### src/brpu_pkg.sv
// Shared types, constants and decode functions of the bitmap row unpacker.
// Depends on nothing; used by every module of the block but brpu_ram.
package brpu_pkg;

  localparam int PALETTE_DEPTH  = 256;
  localparam int PAL_AW         = $clog2(PALETTE_DEPTH);
  localparam int PAL_W          = 24;
  localparam int MAX_ROW_PIXELS = 4096;
  localparam int COL_W          = (MAX_ROW_PIXELS > 1) ? $clog2(MAX_ROW_PIXELS) : 1;
  localparam int EW             = COL_W + 1;

  localparam int FMT_W  = 3;
  localparam int ROW_W  = 13;
  localparam int SCR_W  = 3;
  localparam int IDX_W  = 2;
  localparam int CFG_DW = 13;

  // Pixel formats.
  localparam logic [FMT_W-1:0] FMT_PAL = 3'd0;
  localparam logic [FMT_W-1:0] FMT_565 = 3'd1;
  localparam logic [FMT_W-1:0] FMT_555 = 3'd2;
  localparam logic [FMT_W-1:0] FMT_24  = 3'd3;
  localparam logic [FMT_W-1:0] FMT_32  = 3'd4;

  // Register indexes.
  localparam logic [IDX_W-1:0] REG_FORMAT    = 2'd0;
  localparam logic [IDX_W-1:0] REG_ROW_WIDTH = 2'd1;
  localparam logic [IDX_W-1:0] REG_SCREEN    = 2'd2;

  localparam logic [FMT_W-1:0] RST_FORMAT    = FMT_24;
  localparam logic [ROW_W-1:0] RST_ROW_WIDTH = 13'd640;
  localparam logic [SCR_W-1:0] RST_SCREEN    = 3'd4;

  localparam logic [15:0] MASK_565_R = 16'hf800;
  localparam logic [15:0] MASK_565_G = 16'h07e0;
  localparam logic [15:0] MASK_BLUE  = 16'h001f;
  localparam logic [15:0] MASK_555_R = 16'h7c00;
  localparam logic [15:0] MASK_555_G = 16'h03e0;

  typedef struct packed {
    logic [FMT_W-1:0] fmt;
    logic [ROW_W-1:0] row_width;
    logic [SCR_W-1:0] screen;
  } cfg_t;

  typedef struct packed {
    logic        done;
    logic [31:0] full;
    logic        last;
  } pix_t;

  function automatic logic [2:0] bytes_for_format(input logic [FMT_W-1:0] fmt);
    logic [2:0] n;
    unique case (fmt)
      FMT_PAL:          n = 3'd1;
      FMT_565, FMT_555: n = 3'd2;
      FMT_24:           n = 3'd3;
      FMT_32:           n = 3'd4;
      default:          n = 3'd0;
    endcase
    return n;
  endfunction

  function automatic logic [31:0] screen_mask(input logic [SCR_W-1:0] scr);
    logic [31:0] m;
    unique case (scr)
      3'd0:    m = 32'h0000_0000;
      3'd1:    m = 32'h0000_00ff;
      3'd2:    m = 32'h0000_ffff;
      3'd3:    m = 32'h00ff_ffff;
      default: m = 32'hffff_ffff;
    endcase
    return m;
  endfunction

  function automatic logic [31:0] decode_pixel(input logic [FMT_W-1:0] fmt,
                                               input logic [31:0]      v,
                                               input logic [PAL_W-1:0] pal);
    logic [15:0] r;
    logic [15:0] g;
    logic [15:0] b;
    logic [31:0] w;
    r = (v[15:0] & MASK_565_R) >> 8;
    g = (v[15:0] & MASK_565_G) >> 3;
    b = (v[15:0] & MASK_BLUE) << 3;
    unique case (fmt)
      FMT_PAL: w = {8'd0, pal};
      FMT_565: w = {8'd0, r[7:0], g[7:0], b[7:0]};
      FMT_555: begin
        r = (v[15:0] & MASK_555_R) >> 7;
        g = (v[15:0] & MASK_555_G) >> 2;
        w = {8'd0, r[7:0], g[7:0], b[7:0]};
      end
      FMT_24:  w = {8'd0, v[23:0]};
      default: w = v;
    endcase
    return w;
  endfunction

endpackage

### src/brpu_gather.sv
// Byte gathering, row padding skip and column tracking of the unpacker.
// Depends on brpu_pkg.
module brpu_gather (
  input  logic          clk,
  input  logic          rst,
  input  logic          take,
  input  logic [7:0]    data_byte,
  input  brpu_pkg::cfg_t cfg,
  output brpu_pkg::pix_t pix
);

  logic [1:0]                   byte_in_pixel, byte_in_pixel_next;
  logic [23:0]                  gathered_bytes, gathered_bytes_next;
  logic [brpu_pkg::COL_W-1:0]   pixel_column, pixel_column_next;
  logic [1:0]                   pad_left, pad_left_next;

  logic [2:0]                   bpp;
  logic [brpu_pkg::EW-1:0]      eff_width;
  logic [brpu_pkg::EW-1:0]      col_plus;
  logic [3:0]                   pad_prod;
  logic [4:0]                   shamt;

  assign bpp   = brpu_pkg::bytes_for_format(cfg.fmt);
  assign shamt = {byte_in_pixel, 3'b000};

  always_comb begin
    if (cfg.row_width == '0) begin
      eff_width = brpu_pkg::EW'(1);
    end else if (32'(cfg.row_width) > 32'(brpu_pkg::MAX_ROW_PIXELS)) begin
      eff_width = brpu_pkg::EW'(brpu_pkg::MAX_ROW_PIXELS);
    end else begin
      eff_width = brpu_pkg::EW'(cfg.row_width);
    end
  end

  assign col_plus = brpu_pkg::EW'(pixel_column) + brpu_pkg::EW'(1);
  // Only the low two bits of width times pixel size decide the padding.
  assign pad_prod = eff_width[1:0] * bpp[1:0];

  always_comb begin
    byte_in_pixel_next  = byte_in_pixel;
    gathered_bytes_next = gathered_bytes;
    pixel_column_next   = pixel_column;
    pad_left_next       = pad_left;
    pix.done            = 1'b0;
    pix.full            = {8'd0, gathered_bytes} | (32'(data_byte) << shamt);
    pix.last            = col_plus >= eff_width;
    if (take) begin
      if (pad_left != 2'd0) begin
        pad_left_next = pad_left - 2'd1;
      end else if (bpp != 3'd0) begin
        if (3'(byte_in_pixel) + 3'd1 < bpp) begin
          gathered_bytes_next = gathered_bytes | (24'(data_byte) << shamt);
          byte_in_pixel_next  = byte_in_pixel + 2'd1;
        end else begin
          pix.done            = 1'b1;
          byte_in_pixel_next  = 2'd0;
          gathered_bytes_next = 24'd0;
          if (pix.last) begin
            pixel_column_next = '0;
            pad_left_next     = 2'd0 - pad_prod[1:0];
          end else begin
            pixel_column_next = col_plus[brpu_pkg::COL_W-1:0];
          end
        end
      end
    end
  end

  always_ff @(posedge clk) begin
    if (rst) begin
      byte_in_pixel  <= 2'd0;
      gathered_bytes <= 24'd0;
      pixel_column   <= '0;
      pad_left       <= 2'd0;
    end else begin
      byte_in_pixel  <= byte_in_pixel_next;
      gathered_bytes <= gathered_bytes_next;
      pixel_column   <= pixel_column_next;
      pad_left       <= pad_left_next;
    end
  end

endmodule

### config.mk
export PLATFORM = sky130hd
export DESIGN_NAME = brpu_gather
export DESIGN_NICKNAME = d
export VERILOG_FILES = /design/src/brpu_pkg.sv /design/src/brpu_gather.sv
export SDC_FILE = /design/constraint.sdc
export NUM_CORES = 1
export LEC_CHECK = 0
export ABC_AREA = 1
export BUFFER_PORTS_ARGS = -buffer_cell sky130_fd_sc_hd__clkbuf_2
export CORE_MARGIN = 4
export CORE_UTILIZATION = 54
export DETAILED_ROUTE_END_ITERATION = 10
export GPL_ROUTABILITY_DRIVEN = 0
export PLACE_DENSITY = 0.89
export SLEW_MARGIN = 20
export SYNTH_ARGS = -nofsm -noshare
export SYNTH_HDL_FRONTEND = slang
export SYNTH_SLANG_ARGS = --single-unit
### constraint.sdc
create_clock -name clk -period 2.8 [get_ports clk]
set_input_delay 0.28 -clock clk [delete_from_list [all_inputs] [get_ports clk]]
set_output_delay 0.28 -clock clk [all_outputs]
set_load 0.01 [all_outputs]
Word level (Yosys, flattened, before mapping) --
Index checks and enable logic that the tools add are counted.
Word-level totals: word-level logic and storage cells 48, output and inout bits 34, bits in registers 40, input bits 30
Cells by class: order comparisons 3, equal/unequal tests 5, multiplexer cells 14, reductions and logical operators 10, shift-type cells 2, bitwise gates (word level) 4, add/sub/neg operators 5, multipliers 1
Operator list (number):
- $or 24x32->32 | 1
- $shl 8x5->32 | 1
- $mux 13 | 2
- $mux 24 | 1
- $or 24x24->24 | 1
- $shl 8x5->24 | 1
- $add 12x1->13 const B | 1
- $ge 13x13->1 | 1
- $gt 13x13->1 const B | 1
- $logic_not 13->1 | 1
- $mux 12 | 1
- $pmux 3 s4 | 1
- $mux 2 | 5
- $reduce_and 4->1 | 2
- $eq 3x2->1 const B | 2
- $reduce_bool 2->1 | 3
- $mux 1 | 4
- $add 2x1->3 const B | 1
- $eq 3x1->1 const B | 1
- $eq 3x3->1 const B | 1
- $logic_not 3->1 | 1
- $lt 3x3->1 | 1
- $reduce_and 3->1 | 1
- $reduce_bool 3->1 | 1
- other kinds (7) | 8

Logic depth before layout (Yosys ltp) --
Gate-level depths: netlist (run 1).
depth after elaboration 9, depth in mapped cells 18

Worst setup path before layout (run 1) --
Ideal clock, no wire load.
kind register to register, from register pixel_column[0] (netlist name), to register pixel_column[1] (netlist name), slack 0.327 ns, arrival time 2.385 ns, clock period less this slack 2.473 ns, required time 2.713 ns, cell stages (with the launch flop) 18, cell sequence dfxtp_1 -> ha_1 -> nand2_1 -> nor2_1 -> nand4_1 -> nor2_1 -> nand2_1 -> xor2_1 -> ha_1 -> nand2_1 -> nand2_1 -> a21oi_2 -> nand3_1 -> nor2_2 -> nand2_4 -> nor2_4 -> nand2_1 -> o31ai_1
Between the ends: cells in the longest elaborated chain, start to end 3
Ends and longest elaborated chain:
- start: declaration | line brpu_gather.sv:14 | logic [brpu_pkg::COL_W-1:0] pixel_column, pixel_column_next;
- start signal: assignment | line brpu_gather.sv:79 | pixel_column <= pixel_column_next;
- $add 12x1->13 * | line brpu_gather.sv:36 | assign col_plus = brpu_pkg::EW'(pixel_column) + brpu_pkg::EW'(1);
- $ge 13x13->1 | line brpu_gather.sv:47 | pix.last = col_plus >= eff_width;
- $mux 12 * | line brpu_gather.sv:59 | if (pix.last) begin
Mark *: on every way between the ends. The rest lies on a longest branch, timed or not. A chain may end at the register's enable or synchronous reset.

==> results of run 1 <==
[repair_timing]
action,CTS,global route
gates resized for setup,10,14
pin swaps,7,11
endpoints found under the hold margin,0,0
hold buffers,0,0
buffers inserted,3,4
endpoints found under the setup margin,1,13
[kinds of logic after synthesis]
logic type / Yosys count / share of synthesized area
xor+xnor: 10 / 0.0332
flops: 40 / 0.303
fa+ha+maj: 17 / 0.0806
buf+inv: 59 / 0.0986
compound gates: 72 / 0.171
simple gates: 182 / 0.313
[worst min path at each step]
stage                                              start                              to  slack (ns)  depth (start not counted)
after floorplan           gathered_bytes[0]$_SDFFE_PP0P_  gathered_bytes[0]$_SDFFE_PP0P_        0.43                          2
after global placement    gathered_bytes[0]$_SDFFE_PP0P_  gathered_bytes[0]$_SDFFE_PP0P_        0.44                          2
after detailed placement  gathered_bytes[2]$_SDFFE_PP0P_  gathered_bytes[2]$_SDFFE_PP0P_        0.45                          2
after CTS                                           take        pad_left[0]$_SDFFE_PP0P_        0.28                          3
after global routing                                take        pad_left[0]$_SDFFE_PP0P_        0.29                          3
final                                               take        pad_left[0]$_SDFFE_PP0P_        0.29                          3
[sequential cells by signal, indices dropped and copies added (netlist names)]
| signal | cells |
|---|---|
| byte_in_pixel | 2 |
| gathered_bytes | 24 |
| pad_left | 2 |
| pixel_column | 12 |
[per-layer routing]
layer,GRT usage,up-vias,routed length (um)
met4,0.0839,0,187
met3,0.0603,18,474
met5,0,-,0
met1,0.247,1250,2710
li1,-,1347,-
met2,0.390,86,3380
[worst reg2reg max path: stages, from the launching register on]
cell and delay (ns):
sky130_fd_sc_hd__dfxtp_2 0.36, sky130_fd_sc_hd__ha_4 0.16, sky130_fd_sc_hd__nand2_4 0.06, sky130_fd_sc_hd__nor2_4 0.11
sky130_fd_sc_hd__nand4_1 0.13, sky130_fd_sc_hd__nor2_2 0.13, sky130_fd_sc_hd__nand2_2 0.10, sky130_fd_sc_hd__xor2_2 0.16
sky130_fd_sc_hd__ha_1 0.32, sky130_fd_sc_hd__nand2_1 0.06, sky130_fd_sc_hd__nand2_1 0.06, sky130_fd_sc_hd__a21oi_2 0.14
sky130_fd_sc_hd__nand3_2 0.10, sky130_fd_sc_hd__nor2_4 0.14, sky130_fd_sc_hd__buf_6 0.13, sky130_fd_sc_hd__nand2_8 0.06
sky130_fd_sc_hd__nor2_4 0.17, sky130_fd_sc_hd__nand2_1 0.09, sky130_fd_sc_hd__o31ai_2 0.06
[power by group through the flow]
stage	combinational (uW)	clock, uW	sequential (uW)
after detailed placement	318	0	604
after floorplan	226	0	602
final	341	342	592
after global placement	309	0	603
after CTS	329	352	592
after global routing	379	382	593
[metrics by stage]
| stage | TNS [ns] | cell area (um^2) | cells |
|---|---|---|---|
| floorplan | 0 | 2640 | 380 |
| global placement | 0 | 2970 | 499 |
| detailed placement | 0 | 2970 | 499 |
| CTS | 0 | 3100 | 507 |
| global route | -0.364 | 3200 | 511 |
| finish | 0 | 3200 | 511 |
[cell usage after synthesis]
library cell and number:
sky130_fd_sc_hd__nor2_8 1, sky130_fd_sc_hd__nand3_1 13, sky130_fd_sc_hd__o31ai_1 1, sky130_fd_sc_hd__nand2_4 2
sky130_fd_sc_hd__nand2_2 6, sky130_fd_sc_hd__nor2_4 4, sky130_fd_sc_hd__buf_4 1, sky130_fd_sc_hd__xnor2_1 1
sky130_fd_sc_hd__o22ai_2 1, sky130_fd_sc_hd__nor2_1 51, sky130_fd_sc_hd__xor2_1 9, sky130_fd_sc_hd__inv_1 43
sky130_fd_sc_hd__o21ai_0 28, sky130_fd_sc_hd__nor2_2 1, sky130_fd_sc_hd__ha_1 17, sky130_fd_sc_hd__dfxtp_1 40
sky130_fd_sc_hd__inv_4 1, sky130_fd_sc_hd__nand2_8 1, sky130_fd_sc_hd__a21oi_1 11, sky130_fd_sc_hd__nor3_1 5
sky130_fd_sc_hd__o21ai_2 5, sky130_fd_sc_hd__o21bai_1 13, sky130_fd_sc_hd__or2_2 1, sky130_fd_sc_hd__nand4_1 6
sky130_fd_sc_hd__a31oi_1 8, sky130_fd_sc_hd__buf_8 1, sky130_fd_sc_hd__a21oi_2 5, sky130_fd_sc_hd__and2_1 1
sky130_fd_sc_hd__buf_2 5, sky130_fd_sc_hd__clkbuf_1 3, sky130_fd_sc_hd__nand2_1 89, sky130_fd_sc_hd__nand3_2 1
sky130_fd_sc_hd__inv_2 3, sky130_fd_sc_hd__buf_6 2
[final cells by class]
| class | instances | area, um^2 |
|---|---|---|
| clock buffers | 5 | 68.8 |
| fillers | 405 | 1520 |
| inverters | 47 | 179 |
| multi-input cells | 281 | 1680 |
| flip-flops and latches | 40 | 803 |
| well taps | 67 | 83.8 |
| repair buffers | 71 | 387 |
==> flow_summary.json, run 1 <==
{
  "initial_utilization": 0.559,
  "antennaDiodeCount": 0,
  "fin_util": 0.678,
  "combinationalPowerShare": 0.268,
  "period_share": 0.986,
  "worst-endpoint-required_ns": 2.52,
  "worst_path_max_delay_cell": "sky130_fd_sc_hd__dfxtp_2",
  "drt_iter0_drc": 132,
  "synth.yosys.seq_area_share": 0.303,
  "clkLatencyLatePin_ns": 0.29,
  "setup.reg_to_reg.worst_slack_ns": 0.17,
  "critPathCaptureType": "output port",
  "switching_power_uw": 412,
  "drive_above_1_share": 0.279,
  "globalRouteOverflowTotal": 0,
  "drt_first_pass_iters": 4,
  "r2r_cells": 18,
  "post_drt_wl_per_cell_um": 13.2,
  "synthesized_area_um2": 2640,
  "max_stage_delay_ns": 0.36,
  "sum_of_net_half_perimeters_after_detailed_placement_mm": 4.82,
  "num_vias": 2701,
  "nNetsFinal": 493,
  "power.density_cell_area_nw_per_um2": 398,
  "period_needed_ns": 2.76,
  "cp_num_buf_inv": 2,
  "cts.root.buffer_cell": "sky130_fd_sc_hd__clkbuf_8",
  "hold_slack_ns": 0.285,
  "yosys_warnings": 0,
  "grt_first_pass_wirelength_mm": 11.0,
  "part_of_the_power_in_registers": 0.464,
  "postLayoutSetupSlackWorst_ns": 0.0397,
  "fmax_mhz": 362,
  "crit_path_cell_trace": "ha_4 -> nand2_4 -> nor2_4 -> nand4_1 -> nor2_2 -> nand2_2 -> xor2_2 -> ha_1 -> nand2_1 -> nand2_1 -> a21oi_2 -> nand3_2 -> nor2_4 -> inv_1 -> clkbuf_2",
  "register_clock_pin_slew_on_the_reported_worst_setup_and_hold_paths_ns": 0.07,
  "area_delta_synth_final_pct": 21.3,
  "number_of_buffers_added_on_ports": 60,
  "reg2reg_to": "pixel_column[1]$_SDFFE_PP0P_",
  "mappedNetlistNets": 427,
  "power.internal_uw": 864,
  "r2r_start": "pixel_column[1]$_SDFFE_PP0P_",
  "num_io_pins": 64,
  "criticalPathCategory": "reg2out",
  "ys_seq_elements": 40,
  "floorplan.die.height_um": 77.9,
  "cts-root-to-sink-buffers": 2,
  "tritoncts.num_buffers": 5,
  "antenna_violations_before_repair": 0,
  "top_family_by_delay_on_critical_path": "simple AND/OR/NAND/NOR gates",
  "most_frequent_standard_cell_in_the_layout_excluding_fill_and_tap_cells": "sky130_fd_sc_hd__nand2_1",
  "core.rowCount": 25,
  "peak_supply_drop_mv": 0.404,
  "switching_share": 0.323,
  "worst_slew_margin_rel": 0.650,
  "worstMarginPinSlew_ns": 0.524,
  "yosys-top-cells-area": "sky130_fd_sc_hd__dfxtp_1 (30%), sky130_fd_sc_hd__nand2_1 (13%), sky130_fd_sc_hd__ha_1 (8.1%)",
  "synth_top_cell_area_share": 0.303,
  "cp.arrival_ns": 2.48,
  "die_w_um": 77.9,
  "cts_sinks": 40,
  "remaining_drc_errors": 0,
  "netlist_instances": 380,
  "timing.final.setup_violations": 0,
  "h-tree-depth": 2,
  "critical_path.startpoint_type": "flop",
  "postRouteWirelength_mm": 6.74,
  "p_total_uw": 1280,
  "final_antenna_net_count": 0,
  "drv_cap": 0,
  "post-synth-top-area-cell": "sky130_fd_sc_hd__dfxtp_1",
  "vias_per_cell": 5.29,
  "clkPwrFrac": 0.268,
  "avgSynthCellArea_um2": 6.94,
  "layout.cells.most_common_list": "sky130_fd_sc_hd__nand2_1 (87), sky130_fd_sc_hd__clkbuf_2 (60), sky130_fd_sc_hd__nor2_1 (46), sky130_fd_sc_hd__inv_1 (43), sky130_fd_sc_hd__dfxtp_1 (38)",
  "grt_pass1_vias": 2560,
  "timing.final.hold_violations": 0,
  "grt_start_max_net_pins": 32,
  "grtUsageTotal": 0.219,
  "worst-path-stages": 15,
  "worstHoldPathType": "in2reg",
  "dp_worst_setup_slack_ns": 0.0593,
  "netlist-cell-type-count": 34,
  "leakage_power_of_the_design_uw": 0.00159,
  "finClkSkew_ns": 0.00573,
  "fp.coreArea_um2": 4720,
  "critical_path.max_fanout": 2,
  "crit_path_start": "pixel_column[1]$_SDFFE_PP0P_",
  "cp-endpoint": "pix[0]",
  "final_max_slew_violation_count": 0,
  "tritoncts": "done",
  "setup_repair_after_global_routing_missed_its_margin": "true",
  "die-area_um2": 6070,
  "outcome": "finished clean"
}
No activity file was read; power rests on OpenSTA's default activity.
==> run 2, diff against run 1 <==
--- a/config.mk
+++ b/config.mk
@@ -7,7 +7,6 @@
 export LEC_CHECK = 0
 export ABC_AREA = 1
 export BUFFER_PORTS_ARGS = -buffer_cell sky130_fd_sc_hd__clkbuf_2
-export CORE_MARGIN = 4
 export CORE_UTILIZATION = 54
 export DETAILED_ROUTE_END_ITERATION = 10
 export GPL_ROUTABILITY_DRIVEN = 0
==> constraint.sdc (replaced) <==
create_clock -name clk -period 2.8 [get_ports clk]
set_input_delay 0.56 -clock clk [delete_from_list [all_inputs] [get_ports clk]]
set_output_delay 0.56 -clock clk [all_outputs]
set_load 0.01 [all_outputs]
==> run 2 against run 1 <==
The flow now finishes with violations (setup timing). Global-route usage rose by 3.9 points. Combinational power fell by 5%. Sequential power barely moved. Routed wire length fell by 7.2%. Final area fell by 0.55%. Die area fell by 15%. Critical path type unchanged.
==> flow_summary.json, run 2 (synthesized netlist as in run 1, its figures left out) <==
{
  "reg2reg_to": "pixel_column[10]$_SDFFE_PP0P_",
  "largest_registers": "gathered_bytes: 24 flops, pixel_column: 12 flops",
  "period_share": 1.06,
  "final_max_slew_violation_count": 0,
  "timing.final.setup_violations": 1,
  "sum_of_net_half_perimeters_after_detailed_placement_mm": 4.58,
  "cts-root-to-sink-buffers": 2,
  "cts.root.buffer_cell": "sky130_fd_sc_hd__clkbuf_8",
  "grt_start_max_net_pins": 32,
  "tritoncts.num_buffers": 5,
  "worst-endpoint-required_ns": 2.24,
  "fp.coreArea_um2": 4720,
  "worst_slew_margin_rel": 0.646,
  "setup_repair_after_global_routing_missed_its_margin": "true",
  "leakage_power_of_the_design_uw": 0.00155,
  "grtUsageTotal": 0.258,
  "critical_path.max_fanout": 2,
  "r2r_cells": 18,
  "postLayoutSetupSlackWorst_ns": -0.181,
  "vias_per_cell": 5.23,
  "setup.reg_to_reg.worst_slack_ns": 0.15,
  "power.internal_uw": 896,
  "outcome": "finished, violations left",
  "tritoncts": "done",
  "failed_checks": "setup timing",
  "r2r_start": "pixel_column[1]$_SDFFE_PP0P_",
  "antenna_violations_before_repair": 0,
  "final_antenna_net_count": 0,
  "die_w_um": 71.9,
  "post-place-cells": 499,
  "layout.cells.most_common_list": "sky130_fd_sc_hd__nand2_1 (85), sky130_fd_sc_hd__clkbuf_2 (60), sky130_fd_sc_hd__nor2_1 (49), sky130_fd_sc_hd__inv_1 (43), sky130_fd_sc_hd__dfxtp_1 (37)",
  "critical_path.startpoint_type": "flop",
  "h-tree-depth": 2,
  "area_delta_synth_final_pct": 20.6,
  "finClkSkew_ns": 0.00611,
  "drt_iter0_drc": 97,
  "fmax_mhz": 335,
  "postRouteWirelength_mm": 6.26,
  "part_of_the_power_in_registers": 0.453,
  "filler_cell_count": 410,
  "timing.final.hold_violations": 0,
  "antennaDiodeCount": 0,
  "hold_path_startpoint": "gathered_bytes[1]$_SDFFE_PP0P_",
  "period_needed_ns": 2.98,
  "most_frequent_standard_cell_in_the_layout_excluding_fill_and_tap_cells": "sky130_fd_sc_hd__nand2_1",
  "clkPwrFrac": 0.301,
  "register_clock_pin_slew_on_the_reported_worst_setup_and_hold_paths_ns": 0.07,
  "num_vias": 2678,
  "drv_cap": 0,
  "criticalPathCategory": "reg2out",
  "post_drt_wl_per_cell_um": 12.2,
  "die-area_um2": 5170,
  "cts_sinks": 40,
  "min_to": "gathered_bytes[1]$_SDFFE_PP0P_",
  "cts_hold_buf": 0,
  "p_total_uw": 1310,
  "switching_power_uw": 418,
  "critPathCaptureType": "output port",
  "worstMarginPinSlew_ns": 0.530,
  "remaining_drc_errors": 0,
  "switching_share": 0.318,
  "initial_utilization": 0.559,
  "peak_supply_drop_mv": 0.448,
  "floorplan.die.height_um": 71.9,
  "nNetsFinal": 491,
  "cp.arrival_ns": 2.42,
  "largest_register_ff_count": 24,
  "stdcell_count": 512,
  "grt_pass1_vias": 2540,
  "clkLatencyLatePin_ns": 0.29,
  "globalRouteOverflowTotal": 0,
  "drt_first_pass_iters": 4,
  "drive_above_1_share": 0.276,
  "power.density_cell_area_nw_per_um2": 413,
  "number_of_buffers_added_on_ports": 60,
  "core.rowCount": 25,
  "worstHoldPathType": "reg2reg",
  "num_io_pins": 64,
  "grt_first_pass_wirelength_mm": 10.7,
  "regMostFlops": "gathered_bytes",
  "number_of_stages_on_the_worst_hold_path": 2,
  "combinationalPowerShare": 0.246,
  "crit_path_start": "pixel_column[1]$_SDFFE_PP0P_"
}
## run 2: changes by cell type in the layout (fill, tap and decap cells not counted), moves of 2 or more
cell and delta:
sky130_fd_sc_hd__nand2_1 -2, sky130_fd_sc_hd__nand2_2 +2, sky130_fd_sc_hd__nor2_1 +3, sky130_fd_sc_hd__nor2_2 -2, sky130_fd_sc_hd__clkbuf_1 +2, sky130_fd_sc_hd__nor3_4 -2, sky130_fd_sc_hd__nor3_2 +3
## run 2: layout make-up
type / count / area (um^2) / share of cell area
well taps: 67 / 83.8 / 0.0263
flip-flops and latches: 40 / 805 / 0.253
repair buffers: 69 / 368 / 0.116
multi-input cells: 281 / 1660 / 0.521
inverters: 47 / 179 / 0.0562
clock buffers: 8 / 90.1 / 0.0283
## run 2: worst max path at each step
stage | to | slack, ns | cells past startpoint
5_1_grt | pix[0] | -0.32 | 15
4_1_cts | pix[0] | -0.15 | 15
2_1_floorplan | pix[0] | 0.07 | 14
3_3_place_gp | pix[0] | 0.04 | 15
3_5_place_dp | pix[0] | -0.04 | 15
6_report | pix[0] | -0.18 | 15
## run 2: power by group through the flow
stage                     registers, uW  logic, uW  clock network, uW
after CTS                           595        322                401
after global placement              605        303                  0
after detailed placement            606        313                  0
after floorplan                     602        226                  0
after global routing                597        360                423
final                               595        324                395
## run 2: metal layers
metal  vias to the layer above  global-route usage  wire (um)
li1                       1356                   -          -
met1                      1226               0.294       2660
met2                        85               0.469       3110
met3                        11              0.0569        376
met4                         0               0.105        107
met5                         -                   0          0
## run 2: per-stage QoR
| stage | utilization | worst slack, ns | hold WS, ns | TNS (ns) | instance area (um^2) |
|---|---|---|---|---|---|
| after CTS | 0.675 | -0.152 | 0.459 | -0.152 | 3190 |
| after global placement | 0.629 | 0.0417 | 0.442 | 0 | 2970 |
| after global routing | 0.674 | -0.319 | 0.483 | -0.333 | 3180 |
| after detailed placement | 0.629 | -0.0360 | 0.448 | -0.0360 | 2970 |
| after floorplan | - | 0.0672 | 0.432 | 0 | 2640 |
| final | 0.674 | -0.181 | 0.456 | -0.181 | 3180 |
## run 2: critical path, cell delays in order (launching register included)
cell	delay, ns
sky130_fd_sc_hd__dfxtp_2	0.36
sky130_fd_sc_hd__ha_4	0.15
sky130_fd_sc_hd__nand2_4	0.06
sky130_fd_sc_hd__nor2_4	0.09
sky130_fd_sc_hd__nand4_1	0.13
sky130_fd_sc_hd__nor2_1	0.15
sky130_fd_sc_hd__nand2_2	0.10
sky130_fd_sc_hd__xor2_2	0.15
sky130_fd_sc_hd__ha_1	0.30
sky130_fd_sc_hd__nand2_1	0.06
sky130_fd_sc_hd__nand2_1	0.06
sky130_fd_sc_hd__a21oi_2	0.13
sky130_fd_sc_hd__nand3_1	0.09
sky130_fd_sc_hd__nor2_2	0.14
sky130_fd_sc_hd__inv_1	0.05
sky130_fd_sc_hd__clkbuf_2	0.12
## run 2: what timing repair did
item | CTS | global route
resized for setup | 17 | 2
pin swaps | 10 | 3
buffers inserted | 6 | 1
endpoints found under the setup margin | 1 | 9
endpoints found under the hold margin | 0 | 0
